--- config.mk ---
export PLATFORM = sky130hd
export DESIGN_NAME = fifo_with_running_maximum
export DESIGN_NICKNAME = d
export VERILOG_FILES = /design/src/sv/fwrm_pkg.sv /design/src/sv/fwrm_ctrl.sv /design/src/sv/fwrm_dp.sv /design/src/sv/fifo_with_running_maximum.sv
export SDC_FILE = /design/constraint.sdc
export NUM_CORES = 1
export LEC_CHECK = 0
export ABC_AREA = 0
export BUFFER_PORTS_ARGS = -buffer_cell sky130_fd_sc_hd__buf_2
export CAP_MARGIN = 10
export CORE_AREA = 2 2 280 282
export CTS_CLUSTER_SIZE = 28
export DETAILED_ROUTE_END_ITERATION = 10
export DIE_AREA = 0 0 282 284
export PLACE_DENSITY_LB_ADDON = 0.1
export SKIP_LAST_GASP = 1
export SYNTH_ARGS = -nofsm -noshare
export SYNTH_HDL_FRONTEND = slang
export SYNTH_SLANG_ARGS = --single-unit
--- constraint.sdc ---
create_clock -name clk_i -period 5.5 [get_ports clk_i]
set_input_delay 1.1 -clock clk_i [delete_from_list [all_inputs] [get_ports clk_i]]
set_output_delay 1.1 -clock clk_i [all_outputs]
set_load 0.01 [all_outputs]
--- src/sv/fwrm_pkg.sv ---
`timescale 1ns / 1ps
// Shared types and codes for the FIFO with running maximum.
// Used by fwrm_ctrl, fwrm_dp and fifo_with_running_maximum.
`default_nettype none

package fwrm_pkg;

  localparam int unsigned WORD_W = 32;

  localparam logic [1:0] ST_DONE       = 2'd0;
  localparam logic [1:0] ST_PUSH_FULL  = 2'd1;
  localparam logic [1:0] ST_POP_EMPTY  = 2'd2;

  // Request kinds carried on tuser
  localparam logic REQ_PUSH = 1'b0;
  localparam logic REQ_POP  = 1'b1;

  // Commands from the controller to the datapath
  typedef struct packed {
    logic load_req;    // capture the request word and its status
    logic req_pop;     // kind of the request being captured
    logic prune_rd;    // read the deque tail entry
    logic prune_drop;  // drop the deque tail entry
    logic write;       // append the word to queue and deque
    logic pop_apply;   // retire the front word
    logic out_load;    // load the result register
  } cmd_t;

  // Status from the datapath to the controller
  typedef struct packed {
    logic full;
    logic empty;
    logic max_any;     // deque holds at least one entry
    logic prune_less;  // read tail entry is smaller than the new word
    logic out_free;    // result register can take a beat
  } sts_t;

endpackage

`default_nettype wire

--- src/sv/fwrm_ctrl.sv ---
`timescale 1ns / 1ps
// Controller state machine for the FIFO with running maximum.
// Depends on fwrm_pkg for the command and status structs.
`default_nettype none

module fwrm_ctrl (
  input  wire logic          clk_i,
  input  wire logic          rst_ni,
  input  wire logic          s_axis_tvalid_i,
  input  wire logic          s_axis_tuser_i,
  output logic               s_axis_tready_o,
  input  wire fwrm_pkg::sts_t sts_i,
  output fwrm_pkg::cmd_t     cmd_o
);
  import fwrm_pkg::*;

  typedef enum logic [7:0] {
    S_IDLE   = 8'b0000_0001,
    S_PRUNE  = 8'b0000_0010,
    S_PCMP   = 8'b0000_0100,
    S_WRITE  = 8'b0000_1000,
    S_POPRD  = 8'b0001_0000,
    S_POPCMP = 8'b0010_0000,
    S_FETCH  = 8'b0100_0000,
    S_RESULT = 8'b1000_0000
  } state_e;

  state_e state_q, state_d;

  always_comb begin
    state_d = state_q;
    cmd_o   = '0;
    cmd_o.req_pop = s_axis_tuser_i;
    s_axis_tready_o = 1'b0;
    case (state_q)
      S_IDLE: begin
        s_axis_tready_o = 1'b1;
        if (s_axis_tvalid_i) begin
          cmd_o.load_req = 1'b1;
          if (s_axis_tuser_i == REQ_POP) begin
            state_d = sts_i.empty ? S_FETCH : S_POPRD;
          end else begin
            state_d = sts_i.full ? S_FETCH : S_PRUNE;
          end
        end
      end
      S_PRUNE: begin
        if (sts_i.max_any) begin
          cmd_o.prune_rd = 1'b1;
          state_d = S_PCMP;
        end else begin
          state_d = S_WRITE;
        end
      end
      S_PCMP: begin
        if (sts_i.prune_less) begin
          cmd_o.prune_drop = 1'b1;
          state_d = S_PRUNE;
        end else begin
          state_d = S_WRITE;
        end
      end
      S_WRITE: begin
        cmd_o.write = 1'b1;
        state_d = S_FETCH;
      end
      S_POPRD: begin
        state_d = S_POPCMP;
      end
      S_POPCMP: begin
        cmd_o.pop_apply = 1'b1;
        state_d = S_FETCH;
      end
      S_FETCH: begin
        state_d = S_RESULT;
      end
      S_RESULT: begin
        // hold until the result register frees up
        if (sts_i.out_free) begin
          cmd_o.out_load = 1'b1;
          state_d = S_IDLE;
        end
      end
      default: begin
        state_d = S_IDLE;
      end
    endcase
  end

  always_ff @(posedge clk_i or negedge rst_ni) begin
    if (!rst_ni) begin
      state_q <= S_IDLE;
    end else begin
      state_q <= state_d;
    end
  end

endmodule

`default_nettype wire

--- src/sv/fwrm_dp.sv ---
`timescale 1ns / 1ps
// Datapath for the FIFO with running maximum: word ring, monotonic deque
// ring, pointers, compare and result register. Depends on fwrm_pkg.
`default_nettype none

module fwrm_dp #(
  parameter int unsigned DEPTH = 16,
  parameter int unsigned CNT_W = $clog2(DEPTH + 1),
  parameter int unsigned OUT_W = ((2 + 2 * 32 + CNT_W + 1 + 7) / 8) * 8
) (
  input  wire logic                clk_i,
  input  wire logic                rst_ni,
  input  wire logic signed [31:0]  value_i,
  input  wire fwrm_pkg::cmd_t      cmd_i,
  output fwrm_pkg::sts_t           sts_o,
  output logic                     m_axis_tvalid_o,
  input  wire logic                m_axis_tready_i,
  output logic [OUT_W-1:0]         m_axis_tdata_o
);
  import fwrm_pkg::*;

  localparam int unsigned PTR_W = (DEPTH > 1) ? $clog2(DEPTH) : 1;
  localparam int unsigned RES_W = 2 + 2 * WORD_W + CNT_W + 1;
  localparam logic [PTR_W-1:0] PTR_LAST = PTR_W'(DEPTH - 1);
  localparam logic [CNT_W-1:0] CNT_FULL = CNT_W'(DEPTH);

  logic signed [WORD_W-1:0] item_mem [DEPTH];
  logic signed [WORD_W-1:0] max_mem  [DEPTH];

  logic [PTR_W-1:0] item_head_q, item_tail_q, max_head_q, max_tail_q;
  logic [CNT_W-1:0] item_total_q, max_total_q;
  logic signed [WORD_W-1:0] value_q, item_rd_q, max_rd_q;
  logic [1:0] status_q;
  logic [PTR_W-1:0] max_tail_prev, max_rd_addr;
  logic out_valid_q;
  logic [RES_W-1:0] res_d;
  logic [OUT_W-1:0] out_q;
  logic empty;

  function automatic logic [PTR_W-1:0] ptr_next(input logic [PTR_W-1:0] p);
    ptr_next = (p == PTR_LAST) ? '0 : p + PTR_W'(1);
  endfunction

  function automatic logic [PTR_W-1:0] ptr_prev(input logic [PTR_W-1:0] p);
    ptr_prev = (p == '0) ? PTR_LAST : p - PTR_W'(1);
  endfunction

  assign empty         = (item_total_q == '0);
  assign max_tail_prev = ptr_prev(max_tail_q);
  assign max_rd_addr   = cmd_i.prune_rd ? max_tail_prev : max_head_q;

  assign sts_o.full       = (item_total_q == CNT_FULL);
  assign sts_o.empty      = empty;
  assign sts_o.max_any    = (max_total_q != '0);
  assign sts_o.prune_less = (max_rd_q < value_q);
  assign sts_o.out_free   = !out_valid_q || m_axis_tready_i;

  // Memories: one write and one registered read each
  always_ff @(posedge clk_i) begin
    if (cmd_i.write) begin
      item_mem[item_tail_q] <= value_q;
      max_mem[max_tail_q]   <= value_q;
    end
    item_rd_q <= item_mem[item_head_q];
    max_rd_q  <= max_mem[max_rd_addr];
  end

  always_ff @(posedge clk_i) begin
    if (cmd_i.load_req) begin
      value_q <= value_i;
      if (cmd_i.req_pop == REQ_POP) begin
        status_q <= empty ? ST_POP_EMPTY : ST_DONE;
      end else begin
        status_q <= sts_o.full ? ST_PUSH_FULL : ST_DONE;
      end
    end
  end

  always_ff @(posedge clk_i or negedge rst_ni) begin
    if (!rst_ni) begin
      item_head_q  <= '0;
      item_tail_q  <= '0;
      item_total_q <= '0;
      max_head_q   <= '0;
      max_tail_q   <= '0;
      max_total_q  <= '0;
    end else begin
      if (cmd_i.prune_drop) begin
        max_tail_q  <= max_tail_prev;
        max_total_q <= max_total_q - CNT_W'(1);
      end
      if (cmd_i.write) begin
        max_tail_q   <= ptr_next(max_tail_q);
        max_total_q  <= max_total_q + CNT_W'(1);
        item_tail_q  <= ptr_next(item_tail_q);
        item_total_q <= item_total_q + CNT_W'(1);
      end
      if (cmd_i.pop_apply) begin
        // retire the deque head when it is the departing word
        if (sts_o.max_any && (max_rd_q == item_rd_q)) begin
          max_head_q  <= ptr_next(max_head_q);
          max_total_q <= max_total_q - CNT_W'(1);
        end
        item_head_q  <= ptr_next(item_head_q);
        item_total_q <= item_total_q - CNT_W'(1);
      end
    end
  end

  always_comb begin
    res_d = {empty,
             item_total_q,
             (empty || !sts_o.max_any) ? {WORD_W{1'b0}} : max_rd_q,
             empty ? {WORD_W{1'b0}} : item_rd_q,
             status_q};
  end

  always_ff @(posedge clk_i) begin
    if (cmd_i.out_load) begin
      out_q <= OUT_W'(res_d);
    end
  end

  always_ff @(posedge clk_i or negedge rst_ni) begin
    if (!rst_ni) begin
      out_valid_q <= 1'b0;
    end else if (cmd_i.out_load) begin
      out_valid_q <= 1'b1;
    end else if (m_axis_tready_i) begin
      out_valid_q <= 1'b0;
    end
  end

  assign m_axis_tvalid_o = out_valid_q;
  assign m_axis_tdata_o  = out_q;

endmodule

`default_nettype wire

--- src/sv/fifo_with_running_maximum.sv ---
`timescale 1ns / 1ps
// FIFO of signed words that reports the largest word it holds.
// Instantiates fwrm_ctrl and fwrm_dp; depends on fwrm_pkg.
//
// Usage: each input beat is one request. tuser selects push (0) or pop (1),
// tdata carries the word to push. Each request gives exactly one result beat
// with status, front word, maximum, count and empty flag after the request.
// Front and maximum read as zero when the queue is empty.
// One request is in flight at a time; s_axis_tready_o is high only while
// the controller is idle. From acceptance to the result load, a rejected
// request goes through fetch and result; a pop reads the front, retires
// it, then fetches; a push reads and drops deque tail entries while they
// are smaller than the new word, then writes, fetches and loads the result.
// The next request is taken in the cycle after the load at the earliest.
// The deque scan reads the tail entries one at a time through the single
// read port of the deque memory, so a push that drops many entries costs
// most; each word is dropped from the deque at most once.
// The result sits in an output register: when the receiver stalls, it holds
// there and the next request waits in the result state until it drains.
// Reset empties both rings; stored words are not cleared.
`default_nettype none

module fifo_with_running_maximum #(
  parameter int unsigned DEPTH = 16
) (
  input  wire logic         clk_i,
  input  wire logic         rst_ni,
  input  wire logic         s_axis_tvalid_i,
  output logic              s_axis_tready_o,
  input  wire logic [31:0]  s_axis_tdata_i,   // [31:0] value
  input  wire logic         s_axis_tuser_i,   // [0] req_type
  output logic              m_axis_tvalid_o,
  input  wire logic         m_axis_tready_i,
  // [1:0] status, [33:2] front_value, [65:34] max_value,
  // [65+CNT_W:66] item_count, next bit is_empty, zero padded to bytes
  output logic [((2 + 64 + $clog2(DEPTH + 1) + 1 + 7) / 8) * 8 - 1:0] m_axis_tdata_o
);
  import fwrm_pkg::*;

  localparam int unsigned CNT_W = $clog2(DEPTH + 1);
  localparam int unsigned OUT_W = ((2 + 2 * WORD_W + CNT_W + 1 + 7) / 8) * 8;

  cmd_t cmd;
  sts_t sts;

  fwrm_ctrl u_ctrl (
    .clk_i           (clk_i),
    .rst_ni          (rst_ni),
    .s_axis_tvalid_i (s_axis_tvalid_i),
    .s_axis_tuser_i  (s_axis_tuser_i),
    .s_axis_tready_o (s_axis_tready_o),
    .sts_i           (sts),
    .cmd_o           (cmd)
  );

  fwrm_dp #(
    .DEPTH (DEPTH),
    .CNT_W (CNT_W),
    .OUT_W (OUT_W)
  ) u_dp (
    .clk_i           (clk_i),
    .rst_ni          (rst_ni),
    .value_i         (s_axis_tdata_i),
    .cmd_i           (cmd),
    .sts_o           (sts),
    .m_axis_tvalid_o (m_axis_tvalid_o),
    .m_axis_tready_i (m_axis_tready_i),
    .m_axis_tdata_o  (m_axis_tdata_o)
  );

  logic [1:0]       res_status;
  logic [CNT_W-1:0] res_count;
  logic             res_empty;

  assign res_status = m_axis_tdata_o[1:0];
  assign res_count  = m_axis_tdata_o[2 + 2 * WORD_W +: CNT_W];
  assign res_empty  = m_axis_tdata_o[2 + 2 * WORD_W + CNT_W];

  a_one_in_flight: assert property (@(posedge clk_i) disable iff (!rst_ni)
    (s_axis_tvalid_i && s_axis_tready_o) |=> !s_axis_tready_o)
    else $error("request accepted while another is in flight");

  a_count_bound: assert property (@(posedge clk_i) disable iff (!rst_ni)
    m_axis_tvalid_o |-> (res_count <= CNT_W'(DEPTH)))
    else $error("item count above depth");

  a_empty_flag: assert property (@(posedge clk_i) disable iff (!rst_ni)
    m_axis_tvalid_o |-> (res_empty == (res_count == '0)))
    else $error("empty flag disagrees with count");

  a_status_code: assert property (@(posedge clk_i) disable iff (!rst_ni)
    m_axis_tvalid_o |-> (res_status == ST_DONE || res_status == ST_PUSH_FULL ||
                         res_status == ST_POP_EMPTY))
    else $error("undefined status code");

  a_reject_empty: assert property (@(posedge clk_i) disable iff (!rst_ni)
    (m_axis_tvalid_o && res_status == ST_POP_EMPTY) |-> res_empty)
    else $error("pop rejected on a non-empty queue");

endmodule

`default_nettype wire
# Word-level counts from Yosys, hierarchy flattened
# Memories as Yosys holds them, arrays and structs flattened. A register that Yosys moved wholly into a read port is not among the register bits.
# Index checks and enable logic that the tools add are counted.
[classes] addsub=9 n_reduce_logical=14 order_cmp=1 n_eq_ne=16 n_mux=40
[op_table] cell="8-bit case mux with 7 select lines" count=1
[op_table] cell="4-bit 2-to-1 mux" count=10
[op_table] cell="32-bit equality test" count=1
[op_table] cell="32-bit < comparator" count=1
[op_table] cell="5-bit 2-to-1 mux" count=6
[op_table] cell="8-bit 2-to-1 mux" count=3
[op_table] cell="4-bit by 1-bit adder with 4-bit output (second input constant)" count=4
[op_table] cell="4-bit equality test (second input constant)" count=4
[op_table] cell="1-bit 2-to-1 mux" count=16
[op_table] cell="7-bit 2-to-1 mux" count=2
[op_table] cell="5-bit by 1-bit adder with 5-bit output (second input constant)" count=2
[op_table] cell="5-bit by 1-bit subtractor with 5-bit output (second input constant)" count=2
[op_table] cell="8-bit by 1-bit equality test with 1-bit output (second input constant)" count=1
[op_table] cell="8-bit by 2-bit equality test with 1-bit output (second input constant)" count=1
[op_table] cell="8-bit by 3-bit equality test with 1-bit output (second input constant)" count=1
[op_table] cell="8-bit by 4-bit equality test with 1-bit output (second input constant)" count=1
[op_table] cell="8-bit by 5-bit equality test with 1-bit output (second input constant)" count=1
[op_table] cell="8-bit by 6-bit equality test with 1-bit output (second input constant)" count=1
[op_table] cell="8-bit by 7-bit equality test with 1-bit output (second input constant)" count=1
[op_table] cell="8-bit equality test (second input constant)" count=1
[op_table] cell="2-bit nonzero test" count=3
[op_table] cell="5-bit equality test (second input constant)" count=1
[op_table] cell="5-bit logical NOT" count=1
[op_table] cell="5-bit nonzero test" count=1
[op_table] cell="9 further kinds" count=14
[totals] memories=2 regBits=141 input_bits=37 wordCells=95 mem_bits_rw=1024
[mem_list] name="u_dp.item_mem" words=16 word_bits=32 read_ports=1 rd_ports_with_merged_regs=1 wr=1 line_no="fwrm_dp.sv:27" rtl="logic signed [WORD_W-1:0] item_mem [DEPTH];"
[mem_list] name="u_dp.max_mem" words=16 word_bits=32 read_ports=1 rd_ports_with_merged_regs=1 wr=1 line_no="fwrm_dp.sv:28" rtl="logic signed [WORD_W-1:0] max_mem [DEPTH];"

# Logic depth before layout (Yosys ltp)
[logic_depth] word_depth=7 mapped_depth=13 ltp_nobuf=10

# Hierarchy
# From an unflattened synthesis, not the netlist that was laid out.
[hier_totals] cells_unflattened=2098 hier_area_um2=46749.8
[by_module_without_submodules] mod="fwrm_dp" cells_each=2040 instances=1 seq_area_each_um2=35889.4 area_each_um2=46213.1
[by_module_without_submodules] mod="fwrm_ctrl" cells_each=58 instances=1 seq_area_each_um2=201.4 area_each_um2=536.8

# Worst setup path before layout
# No wires, ideal clock.
[synth_path] path_kind="in2reg" from="input m_axis_tready_i" to="register u_dp.out_q[0], in the netlist u_dp.m_axis_tdata_o[0] (enable)" arrival_ps=4435 required_time_ps=4989 setup_slack_ps=554 cell_stages=2 setup_time_ps=511 path_cell_list="nand2b_1 -> nor2b_1"
[synth_rtl] element="from (decl)" line_no="fifo_with_running_maximum.sv:33" rtl="input wire logic m_axis_tready_i,"
[synth_rtl] element="to (signal assigned)" line_no="fwrm_dp.sv:120" rtl="out_q <= OUT_W'(res_d);"
[synth_rtl] element="to (decl)" line_no="fwrm_dp.sv:37" rtl="logic [OUT_W-1:0] out_q;"

# Worst setup path in the final report
[layout_path] from="register u_dp.max_total_q[1]" to="register u_dp.max_rd_q[28], read port of u_dp.max_mem"
[layout_between] elab_chain_len=4
[layout_lines] element="from (decl)" line_no="fwrm_dp.sv:31" rtl="logic [CNT_W-1:0] item_total_q, max_total_q;"
[layout_lines] element="from (signal assigned)" line_no="fwrm_dp.sv:90" rtl="max_total_q <= max_total_q - CNT_W'(1);"
[layout_lines] element="from (signal assigned)" line_no="fwrm_dp.sv:94" rtl="max_total_q <= max_total_q + CNT_W'(1);"
[layout_lines] element="from (signal assigned)" line_no="fwrm_dp.sv:102" rtl="max_total_q <= max_total_q - CNT_W'(1);"
[layout_lines] element="5-bit nonzero test" line_no="fwrm_dp.sv:54" rtl="assign sts_o.max_any = (max_total_q != '0);"
[layout_lines] element="1-bit 2-to-1 mux" line_no="fwrm_ctrl.sv:48" rtl="if (sts_i.max_any) begin"
[layout_lines] element="1-bit 2-to-1 mux" line_no="fwrm_ctrl.sv:35" rtl="case (state_q)"
[layout_lines] element="4-bit 2-to-1 mux" line_no="fwrm_dp.sv:50" rtl="assign max_rd_addr = cmd_i.prune_rd ? max_tail_prev : max_head_q;"
[layout_lines] element="to (decl)" line_no="fwrm_dp.sv:32" rtl="logic signed [WORD_W-1:0] value_q, item_rd_q, max_rd_q;"
# Every way passes these cells.
# A chain may end at the register's enable or synchronous reset.

==> results.yml <==
run_status:
  outcome: "finished clean"
synthesis:
  yosysWarningCount: 0
  synth.distinct_cells: 62
  synth_cells: 2787
  synthAdderAreaFrac: 0.0129
  ys_seq_area_frac: 0.763
  synth-edff-count: 1130
  synthArstFlopShare: 0.0285
  ys.flop_type: "edfxtp_1"
  synth_top_area_frac: 0.718
  synth.avg_cell_area_um2: 17.0
  yosys.area_share.simple: 0.0779
  synth_compound_area_frac: 0.0373
  synth_top_family_by_area: "multiplexers"
  yosys-top-cells-area: "edfxtp_1 72%, mux4_2 7.6%, nand2_1 3.6%"
  syn_area_um2: 47300
  ys_ff_latch: 1229
  syn_nets: 2872
  synth_top_cell_by_area: "edfxtp_1"
  synthMuxAreaShare: 0.0841
  synthXorXnorAreaFrac: 0.00796
setup_path:
  r2r_setup_slack_ps: 1520
  critPathTopFamily: "simple AND/OR/NAND/NOR gates"
  worstReg2RegStart: "u_dp.max_total_q[1]"
  reg2reg_depth: 11
  critical_path_class: "reg -> reg"
  critPathSlowestCell: "nand4b_1"
  start_kind: "flop"
  timing.critical_path.slowest_cell_delay_ps: 750
  crit_chain: "inv_1 > ha_1 > nor4b_2 > nand4b_1 > nand2_1 > o21a_4 > buf_4 > mux2i_1 > a22oi_1 > a32oi_1 > o21ai_0"
  cp.required_ps: 6030
  endpoint_kind: "flop"
  critPathBufInv: 2
  crit_fanout: 44
  arrival_ps: 4510
  worstReg2RegEnd: "u_dp.max_rd_q[28]"
cts:
  clkSinkCount: 1229
  cts_resized: 0
  ctsRootBufferMaster: "clkbuf_16"
  h-tree-depth: 3
  cts_buffer_depth: 3
  hold_buffers: 0
  clkLatencyLatePin_ps: 680
  cts_tree: "built"
  clkSlewWorstSetupHoldPaths_ps: 60
  cts_setup_buffers: 0
  cts-buffers-inserted: 118
global_routing:
  grt-busiest-layer: "met2"
  grt_max_degree: 199
  grt_usage: 0.292
  grt_pass1_wl_mm: 168
  overflow: 0
  grt_pass1_vias: 25500
  use_met1: 0.438
  use_met3: 0.0585
  met2_usage: 0.446
  antenna_found_initial: 7
floorplan:
  start_util: 0.614
  dieArea_um2: 80100
  ios: 111
  rows: 102
  die_h_um: 284
  die_x_um: 282
  coreArea_um2: 77000
placed_design:
  dp_hpwl_mm: 65.6
  gp_congestion: 0.832
  portBuffers: 110
power:
  vdd_ir_drop_max_uv: 318
  power_density_nw_per_um2: 424
  p_total_w: 0.0226
  leakage_nw: 17.9
layout:
  finalNetCount: 3032
  syn_to_final_growth_pct: 12.7
  drive_gt1_frac: 0.192
  diodes: 0
drt:
  drc_errors: 0
  ant_nets: 0
  drt-pass1-iter-count: 5
  drtIter0Drc: 3487
  drt-total-wl_mm: 115
  wl_per_cell_um: 28.1
  routed_via_density: 6.34
  vias: 26000
sta:
  setup-tns-final_ps: 0
  fin_crit_ps: 3980
  rsz0062_at_grt: "no"
  setup_viol: 0
  post-route-period-util: 0.723
  maxSlewHeadroom: 0.156
  finalHoldViolations: 0
  worst_pin_slew_ps: 1270
  skew_ps: 27.7
  final_max_slew_viol_count: 0
  fmax_mhz: 251
hold_path:
  hold_path_class: "reg -> reg"
  hp-start: "u_dp.status_q[1]"
  hold-path-endpoint: "u_dp.m_axis_tdata_o[1]"
  hold_depth: 0
flow_run:
  max-cap-violations: 0
-- final cells by class --
cell class	instances	area, um2
Clock inverter	80	736
Clock buffer	146	3200
Sequential cell	1229	36100
Fill cell	4901	23700
Inverter	47	176
Tap cell	1040	1300
Multi-Input combinational cell	1368	10600
Timing Repair Buffer	183	1160
-- logic make-up after synthesis --
group / after synthesis
fa+ha+maj: 48
compound gates: 277
buf+inv: 190
simple gates: 803
mux: 197
flops: 1229
xor+xnor: 43
-- state kept, by name (all words and copies together) (netlist names) --
| register | cells |
|---|---|
| u_dp.max_mem | 512 |
| u_dp.value_q | 32 |
| u_dp.item_total_q | 5 |
| u_dp.item_tail_q | 4 |
| u_dp.item_mem | 512 |
| u_ctrl.state_q | 8 |
| u_dp.max_tail_q | 4 |
| u_dp.m_axis_tvalid_o | 1 |
| u_dp.m_axis_tdata_o | 72 |
| u_dp.status_q | 2 |
| u_dp.item_head_q | 4 |
| u_dp.max_total_q | 5 |
| u_dp.item_rd_q | 32 |
| u_dp.max_rd_q | 32 |
| u_dp.max_head_q | 4 |
-- report_power, final --
group          total, W  internal [W]  switching (W)
combinational   0.00248      0.000827        0.00166
sequential       0.0120        0.0113       0.000697
clock           0.00811       0.00469        0.00341
total            0.0226        0.0168        0.00577
-- worst max-delay path by stage --
stage,from,end,slack [ps],depth (start not counted)
after detailed placement,u_dp.max_total_q[1],u_dp.max_rd_q[30],1570,11
after global placement,u_dp.max_total_q[0],u_dp.max_rd_q[25],1720,11
after CTS,u_dp.max_total_q[1],u_dp.max_rd_q[28],1560,11
after global routing,u_dp.max_total_q[1],u_dp.max_rd_q[28],1250,11
final,u_dp.max_total_q[1],u_dp.max_rd_q[28],1520,11
after floorplan,m_axis_tready_i,u_dp.m_axis_tdata_o[0],550,2
-- cells in the final DEF, fill, tap and decap left out, types with 11 or more instances in the layout --
| master | synthesis | routed |
|---|---|---|
| edfxtp_1 | 1130 | 1130 |
| nand2_1 | 450 | 450 |
| mux4_2 | 160 | 160 |
| nand3_1 | 136 | 136 |
| clkbuf_16 | 0 | 122 |
| a21oi_1 | 116 | 116 |
| buf_2 | 55 | 110 |
| buf_4 | 1 | 68 |
| dfxtp_1 | 64 | 64 |
| inv_1 | 47 | 47 |
| ha_1 | 47 | 47 |
| nand4_1 | 44 | 44 |
| nor2b_1 | 39 | 37 |
| and2_1 | 44 | 36 |
| a22oi_1 | 34 | 34 |
| mux2i_1 | 33 | 33 |
| o21ai_0 | 32 | 32 |
| a32oi_1 | 32 | 32 |
| xor2_1 | 31 | 31 |
| dfrtp_1 | 34 | 30 |
| clkinv_1 | 0 | 25 |
| clkinv_2 | 0 | 23 |
| nor2_1 | 35 | 20 |
| o21ai_1 | 19 | 19 |
| clkbuf_1 | 71 | 18 |
| clkinvlp_4 | 0 | 13 |
| xnor2_1 | 12 | 12 |
| nor2_4 | 0 | 12 |
| bufinv_16 | 0 | 12 |
| nor4_1 | 11 | 11 |
-- metal layers --
| metal | up-vias | share of wire |
|---|---|---|
| met3 | 173 | 0.10 |
| met1 | 13200 | 0.41 |
| met4 | 4 | 0.022 |
| li1 | 11100 | - |
| met5 | - | 0.00021 |
| met2 | 1470 | 0.47 |
-- per-stage QoR --
step	area (um2)	util	setup slack [ps]	std cells	hold WS, ps
detailed placement	49300	0.641	1570	3867	410
floorplan	47300	-	554	2787	400
global route	53300	0.692	1250	4093	438
CTS	53300	0.692	1560	4093	424
finish	53300	0.692	1520	4093	427
global placement	49300	0.641	1720	3867	401
-- synth_stat cells, types with 2 or more instances --
| master | n |
|---|---|
| a211o_1 | 3 |
| a21o_1 | 7 |
| a21oi_1 | 116 |
| a22oi_1 | 34 |
| a31oi_1 | 2 |
| a32oi_1 | 32 |
| and2_1 | 44 |
| and3_1 | 11 |
| and4b_1 | 4 |
| buf_1 | 16 |
| buf_2 | 55 |
| clkbuf_1 | 71 |
| dfrtp_1 | 34 |
| dfxtp_1 | 64 |
| edfxtp_1 | 1130 |
| ha_1 | 47 |
| inv_1 | 47 |
| mux2_2 | 4 |
| mux2i_1 | 33 |
| mux4_2 | 160 |
| nand2_1 | 450 |
| nand2b_1 | 5 |
| nand3_1 | 136 |
| nand3b_1 | 2 |
| nand4_1 | 44 |
| nand4b_1 | 3 |
| nor2_1 | 35 |
| nor2b_1 | 39 |
| nor3_1 | 12 |
| nor4_1 | 11 |
| o211ai_1 | 6 |
| o21a_1 | 4 |
| o21ai_0 | 32 |
| o21ai_1 | 19 |
| o21ai_2 | 2 |
| o31ai_1 | 6 |
| xnor2_1 | 12 |
| xor2_1 | 31 |
No activity file was read; power rests on OpenSTA's default activity.
